File: src/hdl/assert_macros.svh
// Assertion macros shared by the tone generator modules.
// No dependencies; compiled away when NO_ASSERTIONS is set.
`ifndef ASSERT_MACROS_SVH
`define ASSERT_MACROS_SVH
`ifndef NO_ASSERTIONS
`define ASSERT_ON(lbl, clk, rstn, prop) \
	lbl: assert property (@(posedge clk) disable iff (!rstn) prop) \
	else $error("assertion failed");
`define ASSERT_NEVER(lbl, clk, rstn, expr) \
	lbl: assert property (@(posedge clk) disable iff (!rstn) !(expr)) \
	else $error("forbidden condition seen");
`else
`define ASSERT_ON(lbl, clk, rstn, prop)
`define ASSERT_NEVER(lbl, clk, rstn, expr)
`endif
`endif

File: src/hdl/stg_pkg.sv
// Shared types and constants of the sine tone generator.
// Used by stg_ctrl, stg_datapath and the top level; no dependencies.
package stg_pkg;

	localparam int PHASE_W    = 32;
	localparam int TABLE_BITS = 10;
	localparam int Q_FRAC     = 30;
	localparam int ANG_W      = Q_FRAC + 1;
	localparam int PROD_W     = 2 * ANG_W;
	localparam int AMP_W      = 15;
	localparam int LEN_W      = 13;
	localparam int CHCFG_W    = 4;
	localparam int CHAN_W     = 3;
	localparam int CNT_W      = 12;
	localparam int SUM_W      = 42;
	localparam int SAMPLE_W   = 16;
	localparam int ROOT_W     = SUM_W / 2;
	localparam int SREM_W     = ROOT_W + 2;
	localparam int DIV_STEPS  = SUM_W;
	localparam int STEP_W     = 6;
	localparam int MUL_IDX_W  = 4;
	localparam int CFG_IDX_W  = 2;
	localparam int CFG_DATA_W = 32;

	localparam logic [ANG_W-1:0] Q30_ONE = ANG_W'(64'd1 << Q_FRAC);
	localparam logic [Q_FRAC-1:0] IDX_MASK =
		Q_FRAC'((64'd1 << Q_FRAC) - (64'd1 << (PHASE_W - TABLE_BITS)));
	localparam logic [ANG_W-1:0] PC1 = 31'd1686629713;
	localparam logic [ANG_W-1:0] PC3 = 31'd693598668;
	localparam logic [ANG_W-1:0] PC5 = 31'd85569306;
	localparam logic [ANG_W-1:0] PC7 = 31'd5026995;
	localparam logic [ANG_W-1:0] PC9 = 31'd172272;

	localparam logic [AMP_W-1:0]   FULL_SCALE   = 15'd32767;
	localparam logic [LEN_W-1:0]   MAX_CHUNK    = 13'd4096;
	localparam logic [CHCFG_W-1:0] MAX_CHANNELS = 4'd8;

	localparam logic [PHASE_W-1:0] RST_PHASE_INC = 32'd39370534;
	localparam logic [AMP_W-1:0]   RST_AMPLITUDE = 15'd16384;
	localparam logic [LEN_W-1:0]   RST_CHUNK_LEN = 13'd960;
	localparam logic [CHCFG_W-1:0] RST_CHAN_CNT  = 4'd1;

	typedef enum logic [CFG_IDX_W-1:0] {
		CFG_PHASE_INC,
		CFG_AMPLITUDE,
		CFG_CHUNK_LEN,
		CFG_CHAN_COUNT
	} cfg_reg_t;

	typedef enum logic [2:0] {
		DP_NOP,
		DP_LOAD,
		DP_MUL,
		DP_WB,
		DP_DIV,
		DP_ROOT
	} dp_op_t;

	typedef enum logic [MUL_IDX_W-1:0] {
		MS_TT,
		MS_R7,
		MS_R5,
		MS_R3,
		MS_R1,
		MS_S,
		MS_M,
		MS_SCALE,
		MS_SQUARE
	} mul_step_t;

	typedef struct packed {
		dp_op_t    op;
		mul_step_t step;
		logic      advance;
	} dp_cmd_t;

	typedef struct packed {
		logic chunk_end;
		logic last_chan;
	} dp_sts_t;

endpackage

File: src/hdl/stg_ctrl.sv
// Sequencer of the tone generator: steps the shared multiplier, divider and root.
// Depends on stg_pkg and assert_macros.svh.
`include "assert_macros.svh"
module stg_ctrl (
	input  logic            clk,
	input  logic            arst_n,
	input  logic            in_valid,
	input  logic            in_tick,
	output logic            in_ready,
	output logic            out_valid,
	input  logic            out_ready,
	input  stg_pkg::dp_sts_t sts,
	output stg_pkg::dp_cmd_t cmd
);
	import stg_pkg::*;

	typedef enum logic [2:0] {
		ST_IDLE,
		ST_MUL,
		ST_WB,
		ST_DIV,
		ST_ROOT,
		ST_FIN,
		ST_EMIT
	} state_t;

	state_t              state_q;
	logic [STEP_W-1:0]   step_q;
	dp_op_t              op_q;
	mul_step_t           mstep_q;
	logic                in_ready_q;
	logic                out_valid_q;
	logic                out_fire;

	assign out_fire  = out_valid_q & out_ready;
	assign in_ready  = in_ready_q;
	assign out_valid = out_valid_q;
	assign cmd       = '{op: op_q, step: mstep_q, advance: out_fire};

	always_ff @(posedge clk or negedge arst_n) begin
		if (!arst_n) begin
			state_q     <= ST_IDLE;
			step_q      <= '0;
			op_q        <= DP_NOP;
			mstep_q     <= MS_TT;
			in_ready_q  <= 1'b1;
			out_valid_q <= 1'b0;
		end else begin
			op_q <= DP_NOP;
			case (state_q)
				ST_IDLE: begin
					if (in_valid && in_ready_q && in_tick) begin
						op_q       <= DP_LOAD;
						in_ready_q <= 1'b0;
						step_q     <= '0;
						state_q    <= ST_MUL;
					end
				end
				ST_MUL: begin
					op_q    <= DP_MUL;
					mstep_q <= mul_step_t'(step_q[MUL_IDX_W-1:0]);
					state_q <= ST_WB;
				end
				ST_WB: begin
					op_q <= DP_WB;
					if (mstep_q == MS_SQUARE) begin
						step_q  <= '0;
						state_q <= sts.chunk_end ? ST_DIV : ST_FIN;
					end else begin
						step_q  <= step_q + STEP_W'(1);
						state_q <= ST_MUL;
					end
				end
				ST_DIV: begin
					op_q <= DP_DIV;
					if (step_q == STEP_W'(DIV_STEPS - 1)) begin
						step_q  <= '0;
						state_q <= ST_ROOT;
					end else begin
						step_q <= step_q + STEP_W'(1);
					end
				end
				ST_ROOT: begin
					op_q <= DP_ROOT;
					if (step_q == STEP_W'(ROOT_W - 1)) begin
						step_q  <= '0;
						state_q <= ST_FIN;
					end else begin
						step_q <= step_q + STEP_W'(1);
					end
				end
				ST_FIN: begin
					out_valid_q <= 1'b1;
					state_q     <= ST_EMIT;
				end
				ST_EMIT: begin
					if (out_fire && sts.last_chan) begin
						out_valid_q <= 1'b0;
						in_ready_q  <= 1'b1;
						state_q     <= ST_IDLE;
					end
				end
				default: begin
					state_q <= ST_IDLE;
				end
			endcase
		end
	end

	`ASSERT_NEVER(a_ready_while_emit, clk, arst_n, in_ready_q && out_valid_q)
	`ASSERT_ON(a_tick_loads, clk, arst_n, (in_valid && in_ready_q && in_tick) |=> (op_q == DP_LOAD && !in_ready_q))
	`ASSERT_ON(a_div_on_end, clk, arst_n, (state_q == ST_DIV) |-> sts.chunk_end)

endmodule

File: src/hdl/stg_datapath.sv
// Datapath of the tone generator: config registers, phase, shared multiplier,
// statistics, bit-serial divider and square root. Depends on stg_pkg.
`include "assert_macros.svh"
module stg_datapath (
	input  logic                              clk,
	input  logic                              arst_n,
	input  logic                              cfg_we,
	input  logic [stg_pkg::CFG_IDX_W-1:0]     cfg_index,
	input  logic [stg_pkg::CFG_DATA_W-1:0]    cfg_data,
	input  stg_pkg::dp_cmd_t                  cmd,
	output stg_pkg::dp_sts_t                  sts,
	output logic signed [stg_pkg::SAMPLE_W-1:0] sample,
	output logic [stg_pkg::CHAN_W-1:0]        channel_index,
	output logic                              chunk_end,
	output logic [stg_pkg::AMP_W-1:0]         peak_level,
	output logic [stg_pkg::AMP_W-1:0]         rms_level
);
	import stg_pkg::*;

	logic [PHASE_W-1:0]  inc_q;
	logic [AMP_W-1:0]    amp_q;
	logic [LEN_W-1:0]    len_q;
	logic [CHCFG_W-1:0]  chans_q;

	logic [PHASE_W-1:0]  phase_q;
	logic [CNT_W-1:0]    count_q;
	logic [AMP_W-1:0]    peak_q;
	logic [SUM_W-1:0]    sum_q;
	logic                end_q;
	logic [CHAN_W-1:0]   chan_q;

	logic [ANG_W-1:0]    t_q;
	logic [ANG_W-1:0]    u_q;
	logic [ANG_W-1:0]    r_q;
	logic [AMP_W-1:0]    mag_q;
	logic [AMP_W-1:0]    smag_q;
	logic                neg_q;
	logic [PROD_W-1:0]   prod_q;
	logic [SAMPLE_W-1:0] sample_q;
	logic [AMP_W-1:0]    pk_q;
	logic [SUM_W-1:0]    work_q;
	logic [LEN_W-1:0]    drem_q;
	logic [ROOT_W-1:0]   root_q;
	logic [SREM_W-1:0]   srem_q;

	logic [LEN_W-1:0]    len_eff;
	logic [CHCFG_W-1:0]  chans_eff;
	logic                last_chan;
	logic [ANG_W-1:0]    t_low;
	logic [ANG_W-1:0]    t_next;
	logic [ANG_W-1:0]    op_a;
	logic [ANG_W-1:0]    op_b;
	logic [ANG_W-1:0]    pc_sel;
	logic [ANG_W-1:0]    prod_hi;
	logic [46:0]         m_round;
	logic [16:0]         m_val;
	logic [AMP_W-1:0]    mag_next;
	logic [AMP_W-1:0]    q0;
	logic [AMP_W:0]      rem16;
	logic [AMP_W-1:0]    smag_next;
	logic [SAMPLE_W-1:0] smag_ext;
	logic [SUM_W-1:0]    sum_new;
	logic [AMP_W-1:0]    peak_new;
	logic [LEN_W:0]      dsh;
	logic [LEN_W:0]      ddiff;
	logic                dge;
	logic [SREM_W+1:0]   rsh;
	logic [SREM_W+1:0]   trial;
	logic [SREM_W+1:0]   rdiff;
	logic                rge;

	always_comb begin
		if (len_q == '0)
			len_eff = LEN_W'(1);
		else if (len_q > MAX_CHUNK)
			len_eff = MAX_CHUNK;
		else
			len_eff = len_q;
		if (chans_q == '0)
			chans_eff = CHCFG_W'(1);
		else if (chans_q > MAX_CHANNELS)
			chans_eff = MAX_CHANNELS;
		else
			chans_eff = chans_q;
	end

	assign last_chan = (CHCFG_W'(chan_q) == (chans_eff - CHCFG_W'(1)));

	assign t_low  = {1'b0, phase_q[Q_FRAC-1:0] & IDX_MASK};
	assign t_next = phase_q[PHASE_W-2] ? (Q30_ONE - t_low) : t_low;

	always_comb begin
		case (cmd.step)
			MS_TT: begin
				op_a = t_q;
				op_b = t_q;
			end
			MS_R7, MS_R5, MS_R3, MS_R1: begin
				op_a = u_q;
				op_b = r_q;
			end
			MS_S: begin
				op_a = t_q;
				op_b = r_q;
			end
			MS_M: begin
				op_a = r_q;
				op_b = ANG_W'(FULL_SCALE);
			end
			MS_SCALE: begin
				op_a = ANG_W'(mag_q);
				op_b = ANG_W'(amp_q);
			end
			MS_SQUARE: begin
				op_a = ANG_W'(smag_q);
				op_b = ANG_W'(smag_q);
			end
			default: begin
				op_a = '0;
				op_b = '0;
			end
		endcase
		case (cmd.step)
			MS_R7:   pc_sel = PC7;
			MS_R5:   pc_sel = PC5;
			MS_R3:   pc_sel = PC3;
			MS_R1:   pc_sel = PC1;
			default: pc_sel = '0;
		endcase
	end

	assign prod_hi  = prod_q[Q_FRAC+ANG_W-1:Q_FRAC];
	assign m_round  = prod_q[46:0] + 47'(64'd1 << (Q_FRAC - 1));
	assign m_val    = m_round[46:Q_FRAC];
	assign mag_next = (m_val > 17'(FULL_SCALE)) ? FULL_SCALE : m_val[AMP_W-1:0];

	// divide by full scale: quotient estimate from the upper half, one correction
	assign q0        = prod_q[2*AMP_W-1:AMP_W];
	assign rem16     = {1'b0, prod_q[AMP_W-1:0]} + {1'b0, q0};
	assign smag_next = q0 + ((rem16 >= {1'b0, FULL_SCALE}) ? AMP_W'(1) : AMP_W'(0));
	assign smag_ext  = {1'b0, smag_next};

	assign sum_new  = sum_q + SUM_W'(prod_q[2*AMP_W-1:0]);
	assign peak_new = (smag_q > peak_q) ? smag_q : peak_q;

	assign dsh   = {drem_q, work_q[SUM_W-1]};
	assign ddiff = dsh - {1'b0, len_eff};
	assign dge   = (dsh >= {1'b0, len_eff});

	assign rsh   = {srem_q, work_q[SUM_W-1:SUM_W-2]};
	assign trial = (SREM_W+2)'({root_q, 2'b01});
	assign rdiff = rsh - trial;
	assign rge   = (rsh >= trial);

	always_ff @(posedge clk or negedge arst_n) begin
		if (!arst_n) begin
			inc_q   <= RST_PHASE_INC;
			amp_q   <= RST_AMPLITUDE;
			len_q   <= RST_CHUNK_LEN;
			chans_q <= RST_CHAN_CNT;
		end else if (cfg_we) begin
			case (cfg_reg_t'(cfg_index))
				CFG_PHASE_INC:  inc_q   <= cfg_data;
				CFG_AMPLITUDE:  amp_q   <= cfg_data[AMP_W-1:0];
				CFG_CHUNK_LEN:  len_q   <= cfg_data[LEN_W-1:0];
				CFG_CHAN_COUNT: chans_q <= cfg_data[CHCFG_W-1:0];
				default: ;
			endcase
		end
	end

	always_ff @(posedge clk or negedge arst_n) begin
		if (!arst_n) begin
			phase_q <= '0;
			count_q <= '0;
			peak_q  <= '0;
			sum_q   <= '0;
			end_q   <= 1'b0;
			chan_q  <= '0;
		end else begin
			case (cmd.op)
				DP_LOAD: begin
					phase_q <= phase_q + inc_q;
					end_q   <= ((LEN_W'(count_q) + LEN_W'(1)) >= len_eff);
					chan_q  <= '0;
				end
				DP_WB: begin
					if (cmd.step == MS_SQUARE) begin
						if (end_q) begin
							count_q <= '0;
							peak_q  <= '0;
							sum_q   <= '0;
						end else begin
							count_q <= count_q + CNT_W'(1);
							peak_q  <= peak_new;
							sum_q   <= sum_new;
						end
					end
				end
				default: ;
			endcase
			if (cmd.advance)
				chan_q <= last_chan ? '0 : chan_q + CHAN_W'(1);
		end
	end

	always_ff @(posedge clk) begin
		case (cmd.op)
			DP_LOAD: begin
				t_q   <= t_next;
				neg_q <= phase_q[PHASE_W-1];
				r_q   <= PC9;
			end
			DP_MUL: begin
				prod_q <= PROD_W'(op_a) * PROD_W'(op_b);
			end
			DP_WB: begin
				case (cmd.step)
					MS_TT:                      u_q <= prod_hi;
					MS_R7, MS_R5, MS_R3, MS_R1: r_q <= pc_sel - prod_hi;
					MS_S:                       r_q <= prod_hi;
					MS_M:                       mag_q <= mag_next;
					MS_SCALE: begin
						smag_q   <= smag_next;
						sample_q <= neg_q ? (~smag_ext + SAMPLE_W'(1)) : smag_ext;
					end
					MS_SQUARE: begin
						if (end_q) begin
							pk_q   <= peak_new;
							work_q <= sum_new;
							drem_q <= '0;
							root_q <= '0;
							srem_q <= '0;
						end
					end
					default: ;
				endcase
			end
			DP_DIV: begin
				drem_q <= dge ? ddiff[LEN_W-1:0] : dsh[LEN_W-1:0];
				work_q <= {work_q[SUM_W-2:0], dge};
			end
			DP_ROOT: begin
				srem_q <= rge ? rdiff[SREM_W-1:0] : rsh[SREM_W-1:0];
				root_q <= {root_q[ROOT_W-2:0], rge};
				work_q <= {work_q[SUM_W-3:0], 2'b00};
			end
			default: ;
		endcase
	end

	assign sts.chunk_end = end_q;
	assign sts.last_chan = last_chan;
	assign sample        = sample_q;
	assign channel_index = chan_q;
	assign chunk_end     = end_q;
	assign peak_level    = end_q ? pk_q : '0;
	assign rms_level     = end_q ? root_q[AMP_W-1:0] : '0;

	`ASSERT_ON(a_chan_range, clk, arst_n, CHCFG_W'(chan_q) < chans_eff)
	`ASSERT_ON(a_div_rem, clk, arst_n, (cmd.op == DP_DIV) |-> (drem_q < len_eff))
	`ASSERT_ON(a_chan_wrap, clk, arst_n, (cmd.advance && last_chan) |=> (chan_q == '0))

endmodule

File: src/hdl/sine_tone_generator_with_level_stats.sv
// Top level of the sine tone generator with chunk peak and RMS statistics.
// Depends on stg_pkg, stg_ctrl and stg_datapath.
//
// Each accepted transaction with tick set produces one sine sample, sent once per
// channel as channel_count output transactions; a transaction with tick clear is
// taken and ignored. After a tick is accepted, the single 31x31 multiplier runs the
// nine multiply/write-back steps of sine evaluation, scaling and squaring before the
// first output transaction, then the output takes one cycle per channel copy when
// the sink is ready. On the tick that closes a chunk, the 42-step bit-serial
// divider and the 21-step square root run before the first output transaction.
// The next tick is taken after the last channel copy has been delivered.
module sine_tone_generator_with_level_stats (
	input  logic        clk,
	input  logic        arst_n,
	input  logic        s_axis_tvalid,
	output logic        s_axis_tready,
	input  logic [7:0]  s_axis_tdata,  // [0] tick, [7:1] zero
	output logic        m_axis_tvalid,
	input  logic        m_axis_tready,
	output logic [47:0] m_axis_tdata,  // [15:0] sample, [30:16] peak_level,
	                                   // [45:31] rms_level, [47:46] zero
	output logic        m_axis_tlast,  // last_channel
	output logic [3:0]  m_axis_tuser,  // [2:0] channel_index, [3] chunk_end
	input  logic        cfg_we,
	input  logic [stg_pkg::CFG_IDX_W-1:0]  cfg_index,
	input  logic [stg_pkg::CFG_DATA_W-1:0] cfg_data
);
	import stg_pkg::*;

	dp_cmd_t                    cmd;
	dp_sts_t                    sts;
	logic signed [SAMPLE_W-1:0] sample;
	logic [CHAN_W-1:0]          channel_index;
	logic                       chunk_end;
	logic [AMP_W-1:0]           peak_level;
	logic [AMP_W-1:0]           rms_level;

	stg_ctrl u_ctrl (
		.clk       (clk),
		.arst_n    (arst_n),
		.in_valid  (s_axis_tvalid),
		.in_tick   (s_axis_tdata[0]),
		.in_ready  (s_axis_tready),
		.out_valid (m_axis_tvalid),
		.out_ready (m_axis_tready),
		.sts       (sts),
		.cmd       (cmd)
	);

	stg_datapath u_datapath (
		.clk           (clk),
		.arst_n        (arst_n),
		.cfg_we        (cfg_we),
		.cfg_index     (cfg_index),
		.cfg_data      (cfg_data),
		.cmd           (cmd),
		.sts           (sts),
		.sample        (sample),
		.channel_index (channel_index),
		.chunk_end     (chunk_end),
		.peak_level    (peak_level),
		.rms_level     (rms_level)
	);

	assign m_axis_tdata = {2'b00, rms_level, peak_level, sample};
	assign m_axis_tlast = sts.last_chan;
	assign m_axis_tuser = {chunk_end, channel_index};

endmodule
File: config.mk
export PLATFORM = sky130hd
export DESIGN_NAME = sine_tone_generator_with_level_stats
export DESIGN_NICKNAME = d
export VERILOG_FILES = /design/src/hdl/stg_pkg.sv /design/src/hdl/stg_ctrl.sv /design/src/hdl/stg_datapath.sv /design/src/hdl/sine_tone_generator_with_level_stats.sv
export VERILOG_INCLUDE_DIRS = /design/src /design/src/hdl
export SDC_FILE = /design/constraint.sdc
export NUM_CORES = 2
export LEC_CHECK = 0
export ABC_AREA = 1
export ABC_CLOCK_PERIOD_IN_PS = 9200
export BUFFER_PORTS_ARGS = -buffer_cell sky130_fd_sc_hd__buf_2
export CAP_MARGIN = 20
export CORE_UTILIZATION = 50
export DETAILED_ROUTE_END_ITERATION = 10
export GPL_TIMING_DRIVEN = 0
export PLACE_DENSITY = 0.66
export RECOVER_POWER = 100
export SLEW_MARGIN = 10
export SYNTH_ARGS = -nofsm -noshare
export SYNTH_HDL_FRONTEND = slang
export SYNTH_SLANG_ARGS = --single-unit
File: constraint.sdc
create_clock -name clk -period 9.2 [get_ports clk]
set_input_delay 1.38 -clock clk [delete_from_list [all_inputs] [get_ports clk]]
set_output_delay 1.38 -clock clk [all_outputs]
set_load 0.02 [all_outputs]
==> impl.org <==
** Outcome
- The flow ran to the end, but the final reports show violations.
- The final reports fail on capacitance limit, slew limit.

** Route
- Antenna viol nets, final :: 0
- Total DRC errors in the routed layout :: 0
- After detailed routing, the average wire length per cell comes to 21.9 um.
- The final route contains 56321 vias.
- Drt via density :: 5.46
- Number of DRC markers after the initial detailed-route iteration :: 6087
- The routed design has 226000 um of wire.
- TritonRoute pass-1 iters :: 6

** Worst hold path
- Hold Path End :: u_datapath.u_q[30]
- Along the worst hold path, the cell count comes to 0.
- Kind of path behind the tightest hold check :: flop to flop
- In this run the most critical hold path is launched from u_datapath.prod_q[60].

** Final layout
- Growth of design area from synthesis to finish :: 8.32%
- Non-filler cells in the finished layout :: 10318
- Across the whole layout, storage elements account for 0.0135 mm^2.
- Ant diodes :: 0
- In the final layout, the multi-input gates occupy 0.0429 mm^2.
- With fillers left out, the area of the finished cells amounts to 0.0699 mm^2.
- Fillcell total :: 12349
- Of the cells placed in the final design, the portion with a size suffix greater than 1 is 6.93%.
- After the last flow step, the layout net total stands at 9932.

** Floorplanning
- Core Footprint :: 0.128 mm^2
- The floorplan has 131 rows.
- Pin placement for this block handled 102 I/O pins.
- Die footprint :: 0.130 mm^2
- Die boundary height :: 361 um
- Measured along the x axis, the die boundary spans 361 um.
- Starting Density :: 50.5%

** STA
- Peak Freq :: 0.111 GHz
- For the pin with the worst max-slew slack, the measured transition is 4.82 ns.
- Setup violations remaining at the end of the flow were counted as 0.
- Final critical-path required period :: 8.99 ns
- Final hold vios :: 0
- Between clock sinks in the finished design, the worst skew comes to 0.0196 ns.
- RSZ-0062 raised after global routing :: yes
- Setup total negative slack on the finished layout was measured at 0 ns.
- The count of final max-slew check failures is 218.
- Worst hold slack across all endpoints :: 0.473 ns
- The worst path uses 97.8% of the clock period.
- Tightest slew margin relative to the limit :: -221%

** Placed design
- Final estimated routing congestion in global placement :: 1.02
- Detailed placement HPWL :: 188000 um
- Count of buffers from port buffering :: 92
- Placed inst area :: 0.0674 mm^2
- In this run, placement finished with an instance count of 10190.

** Synthesis
- FFs w/ async S/R, synth :: 39.0%
- Yosys mapped a number of flops with a built-in enable equal to 292.
- Most frequent cell after synthesis :: sky130_fd_sc_hd__nand2_1
- Yosys cell types :: 64
- Ranking of synthesized cells by area :: sky130_fd_sc_hd__fa_1 26%, sky130_fd_sc_hd__edfxtp_1 14%, sky130_fd_sc_hd__nand2_1 13%, sky130_fd_sc_hd__inv_1 11%, sky130_fd_sc_hd__ha_1 8.3%
- Post-Synthesis Cell Area :: 0.0645 mm^2
- Sequential-to-total area share from yosys stat :: 20.9%
- In this run the mean area of a mapped cell was 7.66 um^2.
- Synth cell count leaders :: 2269 x sky130_fd_sc_hd__nand2_1, 1959 x sky130_fd_sc_hd__inv_1, 841 x sky130_fd_sc_hd__fa_1
- Summed over all instances, the cell type with the most area after synthesis is sky130_fd_sc_hd__fa_1.
- The synthesized design devotes to its leading area cell type 26.1% of total area.
- Yosys warning count :: 0
- Dominant register cell in the synthesized netlist :: sky130_fd_sc_hd__edfxtp_1
- After synthesis the netlist holds a flip-flop and latch count of 479.
- After technology mapping, the gate count stands at 8417.

** Critical path
- The critical path in this run is classified as flop to flop.
- Crit end category :: flop
- The worst register-to-register path has a depth of 32.
- Critical Path Fanout Max :: 10
- Standard cell with the maximum stage delay on the critical path :: sky130_fd_sc_hd__fa_1
- STA puts the critical path data arrival time at 9.35 ns.
- Worst r2r src :: u_ctrl.mstep_q[1]
- Reg2Reg Capture Point :: u_datapath.prod_q[60]
- The worst setup path is launched from a flop.
- Required time of the critical path :: 9.56 ns
- Most common cell on crit path :: sky130_fd_sc_hd__fa_1
- For flop-to-flop paths, the worst setup slack is 0.21 ns.
- Worst stage delay on the critical path :: 0.58 ns

** Job
- Across the run, the number of max-cap violations was 5.

** Clock tree
- CTS placed an instance of sky130_fd_sc_hd__clkbuf_16 at the clock tree root.
- The H-tree was split into 2 levels.
- Clk_lat worst skew :: 0.62 ns
- Counting along the longest clock path gives a buffer depth of 3.
- Post-CTS clock slew at the launch and capture registers of the worst setup and hold paths :: 0.07 ns
- TritonCTS built the clock tree.
- CTS saw 479 sinks.
- Number of buffers created by CTS :: 50

** Global routing
- Maximum number of pins on one net before global-route repair :: 84
- Global-route congestion overflow total :: 0
- Global routing consumed, over all layers together, 34.8% of the routing resources.
- Wire length of the first global-routing pass :: 339000 um
- The initial antenna violation count is 13.
- Vias in the first global route :: 54830
per-layer routing:
layer | up-vias | part of all wire [%] | global-route usage, %
li1 | 25925 | - | -
met3 | 491 | 10 | 7.37
met2 | 2609 | 42 | 51.0
met1 | 27284 | 43 | 49.3
met4 | 12 | 5.3 | 15.7
met5 | - | 0.044 | 0.703
state kept, by name, indices dropped and copies added, names as in the netlist, 16 cells and up:
name                cells
u_datapath.sum_q       42
u_datapath.root_q      21
u_datapath.r_q         31
u_datapath.prod_q      61
u_datapath.phase_q     32
u_datapath.u_q         31
u_datapath.work_q      42
u_datapath.inc_q       32
u_datapath.srem_q      23
u_datapath.sample      16
layout by cell type, fill, tap and decap left out, types with 20 or more instances in the layout:
cell,Yosys,final
sky130_fd_sc_hd__xor2_1,95,95
sky130_fd_sc_hd__and2_1,23,23
sky130_fd_sc_hd__inv_2,23,22
sky130_fd_sc_hd__o21bai_1,45,43
sky130_fd_sc_hd__dfstp_2,21,20
sky130_fd_sc_hd__o21ai_0,286,278
sky130_fd_sc_hd__xnor2_1,40,40
sky130_fd_sc_hd__a21oi_2,3,20
sky130_fd_sc_hd__nor2_1,623,616
sky130_fd_sc_hd__nand3b_1,31,31
sky130_fd_sc_hd__clkbuf_4,0,31
sky130_fd_sc_hd__buf_4,26,63
sky130_fd_sc_hd__nor3_1,50,50
sky130_fd_sc_hd__ha_1,427,423
sky130_fd_sc_hd__buf_6,5,20
sky130_fd_sc_hd__edfxtp_1,292,292
sky130_fd_sc_hd__dfrtp_1,166,164
sky130_fd_sc_hd__nand3_1,387,376
sky130_fd_sc_hd__buf_2,115,162
sky130_fd_sc_hd__clkbuf_1,94,94
sky130_fd_sc_hd__nand2_1,2269,2250
sky130_fd_sc_hd__clkbuf_16,0,52
sky130_fd_sc_hd__fa_1,841,841
sky130_fd_sc_hd__nand4_1,81,81
sky130_fd_sc_hd__a21oi_1,266,249
sky130_fd_sc_hd__inv_1,1959,1956
repair_timing:
action	4_1_cts	5_1_grt
pin swaps	7	11
gates resized for setup	76	152
hold buffers	0	0
setup buffers	19	17
hold endpoints to repair	0	0
setup endpoints to repair	43	40
cloned	0	0
critical path, delay by kind of cell (launching register included):
family,cells,cell delay (ns)
AO/OA/AOI/OAI,5,0.96
adder cells (fa/ha/maj),9,4.57
buffers and inverters,8,1.00
flip-flops,1,0.50
AND/OR/NAND/NOR,10,1.73
logic make-up after synthesis:
family / share of synthesized area, %
flip-flops: 20.9
multiplexers: 0.297
buffers and inverters: 13.4
XOR/XNOR: 1.83
AO/OA/AOI/OAI: 6.76
other: 0.00581
AND/OR/NAND/NOR: 22.4
adder cells (fa/ha/maj): 34.4
worst max-delay path by stage:
stage | from | end | depth (start not counted)
final | u_ctrl.mstep_q[1] | u_datapath.prod_q[60] | 32
after global routing | u_ctrl.mstep_q[2] | u_datapath.prod_q[55] | 36
after CTS | u_ctrl.mstep_q[0] | u_datapath.prod_q[59] | 31
after detailed placement | u_ctrl.mstep_q[0] | u_datapath.prod_q[59] | 31
after global placement | u_ctrl.mstep_q[3] | u_datapath.prod_q[54] | 33
after floorplan | u_ctrl.mstep_q[0] | u_datapath.prod_q[30] | 33
final cells by class:
cell class                 instances  area share [%]
multi-input combinational       5705            61.4
inverter                        1989            10.7
timing repair buffer             147            1.46
buffer                           245            1.99
sequential                       479            19.3
clock buffer                      68            2.01
tap                             1662            2.98
clock inverter                    23           0.201
metrics by stage:
step,setup WS [ns],util (%)
2_1_floorplan,1.77,-
3_3_place_gp,-0.834,52.5
3_5_place_dp,-0.668,52.8
4_1_cts,0.000585,54.3
5_1_grt,-0.0644,54.7
6_report,0.205,54.7
Power is left out: the tool's default activity adds up to more than one toggle a clock period on the data nets, which glitch-free logic cannot reach.
